**src/rtl/core/lrfp_pkg.sv**
```systemverilog
// Package: frame constants, status codes and digit weights of the rangefinder frame parser.
package lrfp_pkg;

  localparam int unsigned FrameLen  = 11;
  localparam int unsigned CheckPos  = 10;
  localparam int unsigned PosW      = 4;
  localparam int unsigned DistW     = 26;
  localparam int unsigned WeightW   = 17;

  localparam logic [PosW-1:0] PosErr0  = 4'd3;
  localparam logic [PosW-1:0] PosErr1  = 4'd4;
  localparam logic [PosW-1:0] PosErr2  = 4'd5;
  localparam logic [PosW-1:0] PosCheck = 4'd10;

  localparam logic [7:0] AsciiZero = 8'h30;
  localparam logic [7:0] AsciiE    = 8'h45;
  localparam logic [7:0] AsciiR    = 8'h52;

  typedef logic [1:0] status_t;
  localparam status_t StatusOk      = 2'd0;
  localparam status_t StatusRange   = 2'd1;
  localparam status_t StatusCksum   = 2'd2;

  typedef logic [WeightW-1:0] weight_t;

  // Millimeter weight of the digit at a frame position; zero where no digit.
  function automatic weight_t digit_weight(input logic [PosW-1:0] pos);
    weight_t w;
    unique case (pos)
      4'd3:    w = 17'd100000;
      4'd4:    w = 17'd10000;
      4'd5:    w = 17'd1000;
      4'd7:    w = 17'd100;
      4'd8:    w = 17'd10;
      4'd9:    w = 17'd1;
      default: w = 17'd0;
    endcase
    return w;
  endfunction

endpackage

```
**src/rtl/core/laser_range_frame_parser_core.sv**
```systemverilog
// Top level: 11-byte rangefinder reply parser with checksum check and distance assembly.
// Takes one received byte per clock cycle with no stall of its own; in_ready drops only
// while a finished result sits in the output register and out_ready is low. Digit terms
// are multiplied by their constant weight and accumulated as each byte arrives, so the
// checksum byte (frame byte 10) only compares and loads the output register: its result
// appears on out_valid in the cycle after that byte's transfer. frame_start forces byte 0.
module laser_range_frame_parser_core (
  input  logic                             clk,
  input  logic                             rst_n,
  input  logic                             in_valid,
  output logic                             in_ready,
  input  logic [7:0]                       in_rx_byte,
  input  logic                             in_frame_start,
  output logic                             out_valid,
  input  logic                             out_ready,
  output logic [1:0]                       out_frame_status,
  output logic signed [lrfp_pkg::DistW-1:0] out_distance_mm
);

  logic [lrfp_pkg::PosW-1:0]         pos_r, pos_nxt, pos_eff;
  logic [7:0]                        sum_r, sum_nxt, sum_eff;
  logic signed [lrfp_pkg::DistW-1:0] acc_r, acc_nxt, acc_eff;
  logic [7:0]                        b3_r, b4_r, b5_r;
  logic                              out_valid_r;
  lrfp_pkg::status_t                 status_r, status_nxt;
  logic signed [lrfp_pkg::DistW-1:0] dist_r, dist_nxt;

  logic                              in_fire, restart, at_check;
  logic signed [8:0]                 digit;
  logic signed [26:0]                term;
  lrfp_pkg::weight_t                 weight;
  logic [7:0]                        expect_sum;

  assign in_ready  = !out_valid_r || out_ready;
  assign in_fire   = in_valid && in_ready;
  assign out_valid = out_valid_r;
  assign out_frame_status = status_r;
  assign out_distance_mm  = dist_r;

  assign restart  = in_frame_start || (pos_r > lrfp_pkg::PosCheck);
  assign pos_eff  = restart ? '0 : pos_r;
  assign sum_eff  = restart ? '0 : sum_r;
  assign acc_eff  = restart ? '0 : acc_r;
  assign at_check = (pos_eff == lrfp_pkg::PosCheck);

  assign weight = lrfp_pkg::digit_weight(pos_eff);
  assign digit  = $signed({1'b0, in_rx_byte}) - $signed({1'b0, lrfp_pkg::AsciiZero});
  assign term   = 27'(digit) * 27'($signed({1'b0, weight}));
  assign expect_sum = 8'(8'd0 - sum_eff);

  always_comb begin
    pos_nxt    = pos_eff + 4'd1;
    sum_nxt    = sum_eff + in_rx_byte;
    acc_nxt    = acc_eff + term[lrfp_pkg::DistW-1:0];
    status_nxt = lrfp_pkg::StatusOk;
    dist_nxt   = '0;
    if (at_check) begin
      pos_nxt = '0;
      sum_nxt = '0;
      acc_nxt = '0;
    end
    priority if (in_rx_byte != expect_sum) begin
      status_nxt = lrfp_pkg::StatusCksum;
    end else if (b3_r == lrfp_pkg::AsciiE && b4_r == lrfp_pkg::AsciiR &&
                 b5_r == lrfp_pkg::AsciiR) begin
      status_nxt = lrfp_pkg::StatusRange;
    end else begin
      dist_nxt = acc_eff;
    end
  end

  always_ff @(posedge clk) begin
    if (!rst_n) begin
      pos_r       <= '0;
      sum_r       <= '0;
      acc_r       <= '0;
      out_valid_r <= 1'b0;
    end else begin
      if (in_fire) begin
        pos_r <= pos_nxt;
        sum_r <= sum_nxt;
        acc_r <= acc_nxt;
      end
      if (in_fire && at_check) begin
        out_valid_r <= 1'b1;
      end else if (out_ready) begin
        out_valid_r <= 1'b0;
      end
    end
  end

  always_ff @(posedge clk) begin
    if (in_fire) begin
      if (pos_eff == lrfp_pkg::PosErr0) b3_r <= in_rx_byte;
      if (pos_eff == lrfp_pkg::PosErr1) b4_r <= in_rx_byte;
      if (pos_eff == lrfp_pkg::PosErr2) b5_r <= in_rx_byte;
      if (at_check) begin
        status_r <= status_nxt;
        dist_r   <= dist_nxt;
      end
    end
  end

  a_pos_range: assert property (@(posedge clk) disable iff (!rst_n)
    pos_r <= lrfp_pkg::PosCheck)
    else $error("frame position out of range");

  a_result_loaded: assert property (@(posedge clk) disable iff (!rst_n)
    in_fire && at_check |=> out_valid_r && pos_r == '0 && sum_r == '0 && acc_r == '0)
    else $error("checksum byte did not produce a result or clear the frame");

  a_no_result_mid_frame: assert property (@(posedge clk) disable iff (!rst_n)
    in_fire && !at_check && !(out_valid_r && !out_ready) |=> !out_valid_r)
    else $error("result without checksum byte");

  a_status_code: assert property (@(posedge clk) disable iff (!rst_n)
    out_valid_r |-> status_r == lrfp_pkg::StatusOk || status_r == lrfp_pkg::StatusRange ||
                    status_r == lrfp_pkg::StatusCksum)
    else $error("invalid status code");

  a_dist_zero: assert property (@(posedge clk) disable iff (!rst_n)
    out_valid_r && status_r != lrfp_pkg::StatusOk |-> dist_r == '0)
    else $error("distance not zero on error status");

endmodule

```
**config.mk**
```make
export PLATFORM = sky130hd
export DESIGN_NAME = laser_range_frame_parser_core
export DESIGN_NICKNAME = d
export VERILOG_FILES = /design/src/rtl/core/lrfp_pkg.sv /design/src/rtl/core/laser_range_frame_parser_core.sv
export SDC_FILE = /design/constraint.sdc
export NUM_CORES = 1
export LEC_CHECK = 0
export BUFFER_PORTS_ARGS = -buffer_cell sky130_fd_sc_hd__buf_2
export CAP_MARGIN = 25
export CELL_PAD_IN_SITES_DETAIL_PLACEMENT = 0
export CELL_PAD_IN_SITES_GLOBAL_PLACEMENT = 1
export CORE_UTILIZATION = 30
export DETAILED_ROUTE_END_ITERATION = 8
export GPL_TIMING_DRIVEN = 0
export PLACE_DENSITY_LB_ADDON = 0.1
export SLEW_MARGIN = 30
export SYNTH_ARGS = -nofsm -noshare
export SYNTH_HDL_FRONTEND = slang
export SYNTH_SLANG_ARGS = --single-unit
```
**constraint.sdc**
```tcl
create_clock -name clk -period 7.7 [get_ports clk]
set_input_delay 0.77 -clock clk [delete_from_list [all_inputs] [get_ports clk]]
set_output_delay 0.77 -clock clk [all_outputs]
set_load 0.1 [all_outputs]
```
==> key figures, run 1 <==
Final layout
  • Final net count: 1,297
  • Area grow syn2layout: 10.5%
  • Filler cells: 3,308
  • Diodes inserted: 0
  • Sequential cell area: 2340 µm²
  • Core Util, Final: 34.1%
  • Area of the multi-input gates: 6350 µm²
  • Share of layout cells above drive strength 1: 9.83%

GRT
  • First-pass GRT wire length: 40.6 mm
  • Largest net degree at the start of global routing: 29
  • Vias in the first global route: 7,006
  • Tot GR Track Use: 16.7%
  • Grt ovf: 0
  • Initial antenna violation count: 0

Synth
  • Synth Area in Adders: 34.4%
  • Post-Synth Simple-Gate Area: 18.4%
  • Synth area leader: fa_1
  • Area fraction in compound gates after synthesis: 10.1%
  • Share of the synthesized area in the top cell type: 22.0%
  • Synthesized area per cell: 9.27 µm²
  • Primary FF master, synth: edfxtp_1
  • Synth Net Count: 1,244
  • Area contributors post-synth: fa_1 22%, edfxtp_1 16%, ha_1 12%, dfxtp_1 8.2%, inv_1 7.1%
  • Ys async rst share: 0%
  • Synth Cell Area: 9560 µm²
  • Synth cell types: 63
  • Mux cell area share after synthesis: 0.432%
  • Xor-xnor portion of the synthesized cell area: 2.84%
  • Largest family of logic cells by synthesized area: adder cells
  • Synthesized netlist cell count: 1,031
  • Post-synth EDFFs: 52
  • #FFs+latches synth: 91
  • Post-synthesis sequential area ratio: 24.5%
  • Warnings, synthesis: 0

Floorplan
  • # IOs: 43
  • Die Height: 180 µm
  • Die span in x: 180 µm
  • Die area: 32,600 µm²
  • Initial Utilization: 30.8%
  • Core ar.: 31,000 µm²
  • Rows: 64

STA
  • Fmax: 137 MHz
  • Setup Skew: 11.0 ps
  • Minimum clock period: 7280 ps
  • Final Hold Fails: 0
  • Worst setup margin: 423 ps
  • Setup TNS: 0 ps
  • Final Setup Violations: 0
  • Worst-Margin Slew: 923 ps
  • Pins Over Slew Limit: 0
  • Period Utilization, post-route: 94.5%
  • Slew HR: 38.2%
  • RSZ-0062 raised after global routing: false

CTS
  • Clock Path Buffers: 2
  • CTS tree: built
  • CTS Root Cell: clkbuf_16
  • # H-tree levels: 3
  • Reg clk slew, reported paths: 70 ps
  • # hold bufs at CTS: 0
  • Clock Sinks: 91
  • Num CTS Buffers: 9
  • Clock latency on the worst-skew pair: 370 ps

Pwr
  • Switching share of power: 31.1%
  • Power Density: 116 nW/µm²
  • Clock power share: 35.2%
  • Pleak: 4.85 nW
  • Net switching power: 380 µW
  • Int Power: 842 µW
  • Worst vdd ir: 0.0000977 V
  • Share of power burned in registers: 43.9%
  • Logic gate share of total power: 21.0%

Worst hold path
  • Worst hold path type: flip-flop to flip-flop

Place
  • Dpl ws: -80.9 ps
  • RD Place Congestion: 0.796
  • Post-DP HPWL: 21.3 mm
  • IO Port Bufs: 42

Drt
  • Initial DRC count: 395
  • Antenna-violating nets left: 0
  • Total wire length: 25.8 mm
  • DRT Pass-1 Iters: 4
  • Vias: 7,056
  • Drt wl/cell: 17.4 µm
  • Post-route DRC: 0
  • Via/cell ratio: 4.75

Run status
  • Status: complete, no violations

Setup path
  • Crit path launch type: input pin
  • Crit. End Element: flip-flop
  • Crit Path Max Fanout: 10
  • Arr. time, crit path: 7550 ps
  • Worst Setup Path Type: input pin to flip-flop
  • Required time worst endpoint: 7970 ps

Job
  • # Max-Cap Violations: 0
flip-flops by register name, summed over array words and instances, names as in the netlist:
signal            cells
acc_r                26
b3_r                  8
b4_r                  8
b5_r                  8
out_distance_mm      26
out_frame_status      2
out_valid             1
pos_r                 4
sum_r                 8
worst paths after layout:
check | start | end | slack, ps | cells past startpoint
max | in_frame_start | acc_r[23]$_SDFFE_PN0P_ | 420 | 23
min | acc_r[12]$_SDFFE_PN0P_ | acc_r[12]$_SDFFE_PN0P_ | 470 | 2
max reg2reg | pos_r[3]$_SDFFE_PN0P_ | acc_r[23]$_SDFFE_PN0P_ | 560 | 22
min reg2reg | acc_r[12]$_SDFFE_PN0P_ | acc_r[12]$_SDFFE_PN0P_ | 470 | 2
cell usage after synthesis (9+ instances only):
master and instances:
a21boi_0 9, xor2_1 13, nand2_1 87, inv_1 182, xnor2_1 18, a21o_1 10, nand2b_1 13, and2_1 51
nor3_1 18, a22oi_1 10, nand3_1 15, clkbuf_1 30, nor2b_1 18, edfxtp_1 52, dfxtp_1 39, nor2_1 65
ha_1 95, o21ai_0 35, or3_1 9, and2_4 20, a21oi_1 41, fa_1 105
worst max-delay path, cell delays in order:
cell,delay [ps]
buf_2,130
nor2_1,110
buf_2,240
nand2_1,200
nor2_1,590
nand3_1,230
nand2_1,300
nor2_1,110
fa_1,520
fa_1,540
fa_1,520
fa_1,560
inv_1,60
fa_1,520
inv_1,40
ha_1,350
and4_1,240
nand2_1,70
a21oi_1,310
o2111ai_1,300
a211oi_1,400
o21ai_0,140
a32o_1,260
power by group through the flow:
| stage | Clock, mW | Sequential [mW] | Combinational [mW] |
|---|---|---|---|
| detailed placement | 0 | 0.547 | 0.262 |
| global route | 0.462 | 0.538 | 0.292 |
| floorplan | 0 | 0.541 | 0.186 |
| finish | 0.430 | 0.536 | 0.256 |
| global placement | 0 | 0.548 | 0.262 |
| CTS | 0.448 | 0.537 | 0.263 |
metal layers:
metal	up-vias	track usage, %	routed length [µm]
li1	3446	-	-
met1	3508	22.6	12100
met2	89	27.9	12800
met3	13	2.34	641
met4	0	3.93	267
met5	-	0	0
repair_timing:
| item | in CTS | in global routing |
|---|---|---|
| setup endpoints to repair | 0 | 8 |
| resized for setup | 0 | 2 |
| setup buffers | 0 | 0 |
through the flow:
stage                     std cells  power, mW  hold slack (ps)  instance area [µm²]
after floorplan                1031      0.727              439                 9560
after global placement         1469      0.809              459                10300
after detailed placement       1469      0.809              464                10300
after CTS                      1485       1.25              478                10600
after global routing           1485       1.29              501                10600
final                          1485       1.22              475                10600
logic make-up (layout without fill, tap and decap cells):
group / count (synthesis) / count (layout)
AOI/OAI and AO/OA: 151 / 151
xor gates and xnor gates: 31 / 31
adders and majority gates: 200 / 200
buffers and inverters: 224 / 282
DFF: 91 / 91
muxes: 4 / 4
and+or+nand+nor: 330 / 330
cells in the final DEF, fill, tap and decap left out, types with 4 or more instances in the layout:
cell / instances
a211oi_1: 5
a21boi_0: 9
a21o_1: 10
a21oi_1: 41
a22oi_1: 10
a31oi_1: 4
and2_1: 51
and2_4: 20
and3_1: 5
buf_2: 47
clkbuf_1: 31
clkbuf_16: 9
dfxtp_1: 39
edfxtp_1: 52
fa_1: 105
ha_1: 95
inv_1: 181
nand2_1: 87
nand2b_1: 13
nand3_1: 15
nor2_1: 63
nor2b_1: 18
nor3_1: 16
nor4b_1: 4
o211ai_1: 5
o21a_1: 5
o21ai_0: 35
or2_2: 5
or3_1: 9
xnor2_1: 18
xor2_1: 13
cell type report:
cell class / count / share of cell area, %
plain buffers: 41 / 1.91
clock buffers: 10 / 2.17
clock inverters: 6 / 0.462
inverters: 183 / 6.50
multi-input cells: 716 / 60.1
flip-flops and latches: 91 / 22.2
well taps: 396 / 4.69
repair buffers: 42 / 1.99
Note: power is estimated with default switching activity, not from simulation.
==> run 2: changes to the inputs <==
--- a/config.mk
+++ b/config.mk
@@ -5,7 +5,7 @@
 export SDC_FILE = /design/constraint.sdc
 export NUM_CORES = 1
 export LEC_CHECK = 0
-export BUFFER_PORTS_ARGS = -buffer_cell sky130_fd_sc_hd__buf_2
+export BUFFER_PORTS_ARGS = -buffer_cell sky130_fd_sc_hd__buf_4
 export CAP_MARGIN = 25
 export CELL_PAD_IN_SITES_DETAIL_PLACEMENT = 0
 export CELL_PAD_IN_SITES_GLOBAL_PLACEMENT = 1
==> key figures, run 2 (synthesis gave the netlist of run 1 again) <==
Run status
  • Status: complete, no violations

Setup path
  • Reg2reg start: pos_r[3]$_SDFFE_PN0P_
  • Arr. time, crit path: 7560 ps
  • Worst setup path endpoint: acc_r[25]$_SDFFE_PN0P_
  • Crit Path Max Fanout: 10
  • Worst Setup Path Type: input pin to flip-flop
  • Crit path launch type: input pin
  • FF-to-FF End: acc_r[25]$_SDFFE_PN0P_
  • Reg2reg path depth: 23
  • Crit. End Element: flip-flop
  • R2r setup slk: 530 ps
  • Crit path from: in_frame_start
  • Required time worst endpoint: 7940 ps

GRT
  • Tot GR Track Use: 16.7%
  • First-pass GRT wire length: 40.7 mm
  • Initial antenna violation count: 1
  • Largest net degree at the start of global routing: 29
  • Vias in the first global route: 7,147
  • Grt ovf: 0

Drt
  • Via/cell ratio: 4.82
  • Drt wl/cell: 17.5 µm
  • Total wire length: 26.1 mm
  • Post-route DRC: 0
  • Initial DRC count: 390
  • DRT Pass-1 Iters: 5
  • Antenna-violating nets left: 0
  • Vias: 7,158

CTS
  • CTS tree: built
  • Num CTS Buffers: 9
  • # hold bufs at CTS: 0
  • PostCTS Resize Cnt: 0
  • CTS Root Cell: clkbuf_16
  • Reg clk slew, reported paths: 60 ps
  • Post-CTS setup repair buffer count: 0
  • # H-tree levels: 3
  • Clock latency on the worst-skew pair: 380 ps
  • Clock Path Buffers: 2
  • Clock Sinks: 91

STA
  • Hold WS: 473 ps
  • Pins Over Slew Limit: 0
  • Fmax: 137 MHz
  • Slew HR: 35.5%
  • Final Setup Violations: 0
  • Period Utilization, post-route: 95.0%
  • Worst-Margin Slew: 963 ps
  • Setup Skew: 10.6 ps
  • Final Hold Fails: 0
  • Minimum clock period: 7310 ps
  • RSZ-0062 raised after global routing: false

Job
  • # Max-Cap Violations: 0

Pwr
  • Power Density: 115 nW/µm²
  • Worst vdd ir: 0.000102 V
  • Pleak: 4.91 nW

Floorplan
  • Die span in x: 180 µm
  • Initial Utilization: 30.8%
  • Core ar.: 31,000 µm²
  • Rows: 64
  • Die area: 32,600 µm²
  • Die Height: 180 µm
  • # IOs: 43

Place
  • Post-DP HPWL: 21.4 mm
  • Cell Area, Placed: 10,400 µm²
  • IO Port Bufs: 42
  • RD Place Congestion: 0.803

Final layout
  • Post-route cell area: 10,700 µm²
  • Filler cells: 3,332
  • Most frequent cells in the layout: 181 x inv_1, 105 x fa_1, 95 x ha_1, 87 x nand2_1, 63 x nor2_1
  • Area of the multi-input gates: 6340 µm²
  • Share of layout cells above drive strength 1: 9.73%
  • Sequential cell area: 2340 µm²
  • Commonest non-fill, non-tap cell in the layout: inv_1
  • Area grow syn2layout: 11.6%
  • Final net count: 1,297

Worst hold path
  • Worst hold start: acc_r[15]$_SDFFE_PN0P_
  • Worst hold path type: flip-flop to flip-flop
run 2: critical path, stage by stage:
cell and delay (ps):
buf_4 140, nor2_1 100, buf_2 240, nand2_1 210, nor2_1 600, nand3_1 240, nand2_1 320, nand2_1 130
fa_1 520, fa_1 510, inv_1 60, fa_1 500, fa_1 540, inv_1 60, fa_1 530, inv_1 40
ha_1 330, a21oi_1 90, o22ai_1 300, nor3_1 120, a211oi_1 620, a211oi_1 250, xnor2_1 230, o21ai_0 90
run 2: layout make-up:
type | instances | share of cell area, %
Inverter | 183 | 6.44
Sequential cell | 91 | 22.0
Timing Repair Buffer | 42 | 2.96
Antenna cell | 1 | 0.0235
Multi-Input combinational cell | 716 | 59.4
Clock inverter | 5 | 0.364
Tap cell | 396 | 4.65
Buffer | 41 | 1.89
Clock buffer | 11 | 2.28
run 2: worst min path at each step:
stage	to	slack, ps	cells after the start
2_1_floorplan	acc_r[12]$_SDFFE_PN0P_	440	2
3_3_place_gp	acc_r[21]$_SDFFE_PN0P_	460	2
3_5_place_dp	acc_r[15]$_SDFFE_PN0P_	460	2
4_1_cts	acc_r[15]$_SDFFE_PN0P_	480	2
5_1_grt	acc_r[9]$_SDFFE_PN0P_	500	2
6_report	acc_r[15]$_SDFFE_PN0P_	470	2
run 2: routing by layer:
metal  track usage, %  wire (µm)  part of all wire [%]  vias up
met5                0          0                     0        -
met4             4.79        402                   1.5        0
met3             2.43        670                   2.6       17
met2             27.9      12800                    49       88
met1             22.3      12100                    47     3604
li1                 -          -                     -     3449
run 2: through the flow:
step | worst slack (ps) | instances | setup TNS, ps | utilization, % | power (mW)
CTS | 271 | 1485 | 0 | 34.4 | 1.25
global route | 50.2 | 1485 | 0 | 34.4 | 1.30
floorplan | 1210 | 1031 | 0 | - | 0.727
finish | 387 | 1486 | 0 | 34.4 | 1.23
detailed placement | -110 | 1469 | -400 | 33.5 | 0.811
global placement | -327 | 1469 | -2070 | 33.5 | 0.811
run 2: report_power, final:
part	switching, mW	internal (mW)	leakage (nW)
sequential	0.0134	0.523	0.741
combinational	0.161	0.0994	4.04
clock	0.205	0.228	0.124
total	0.379	0.850	4.91
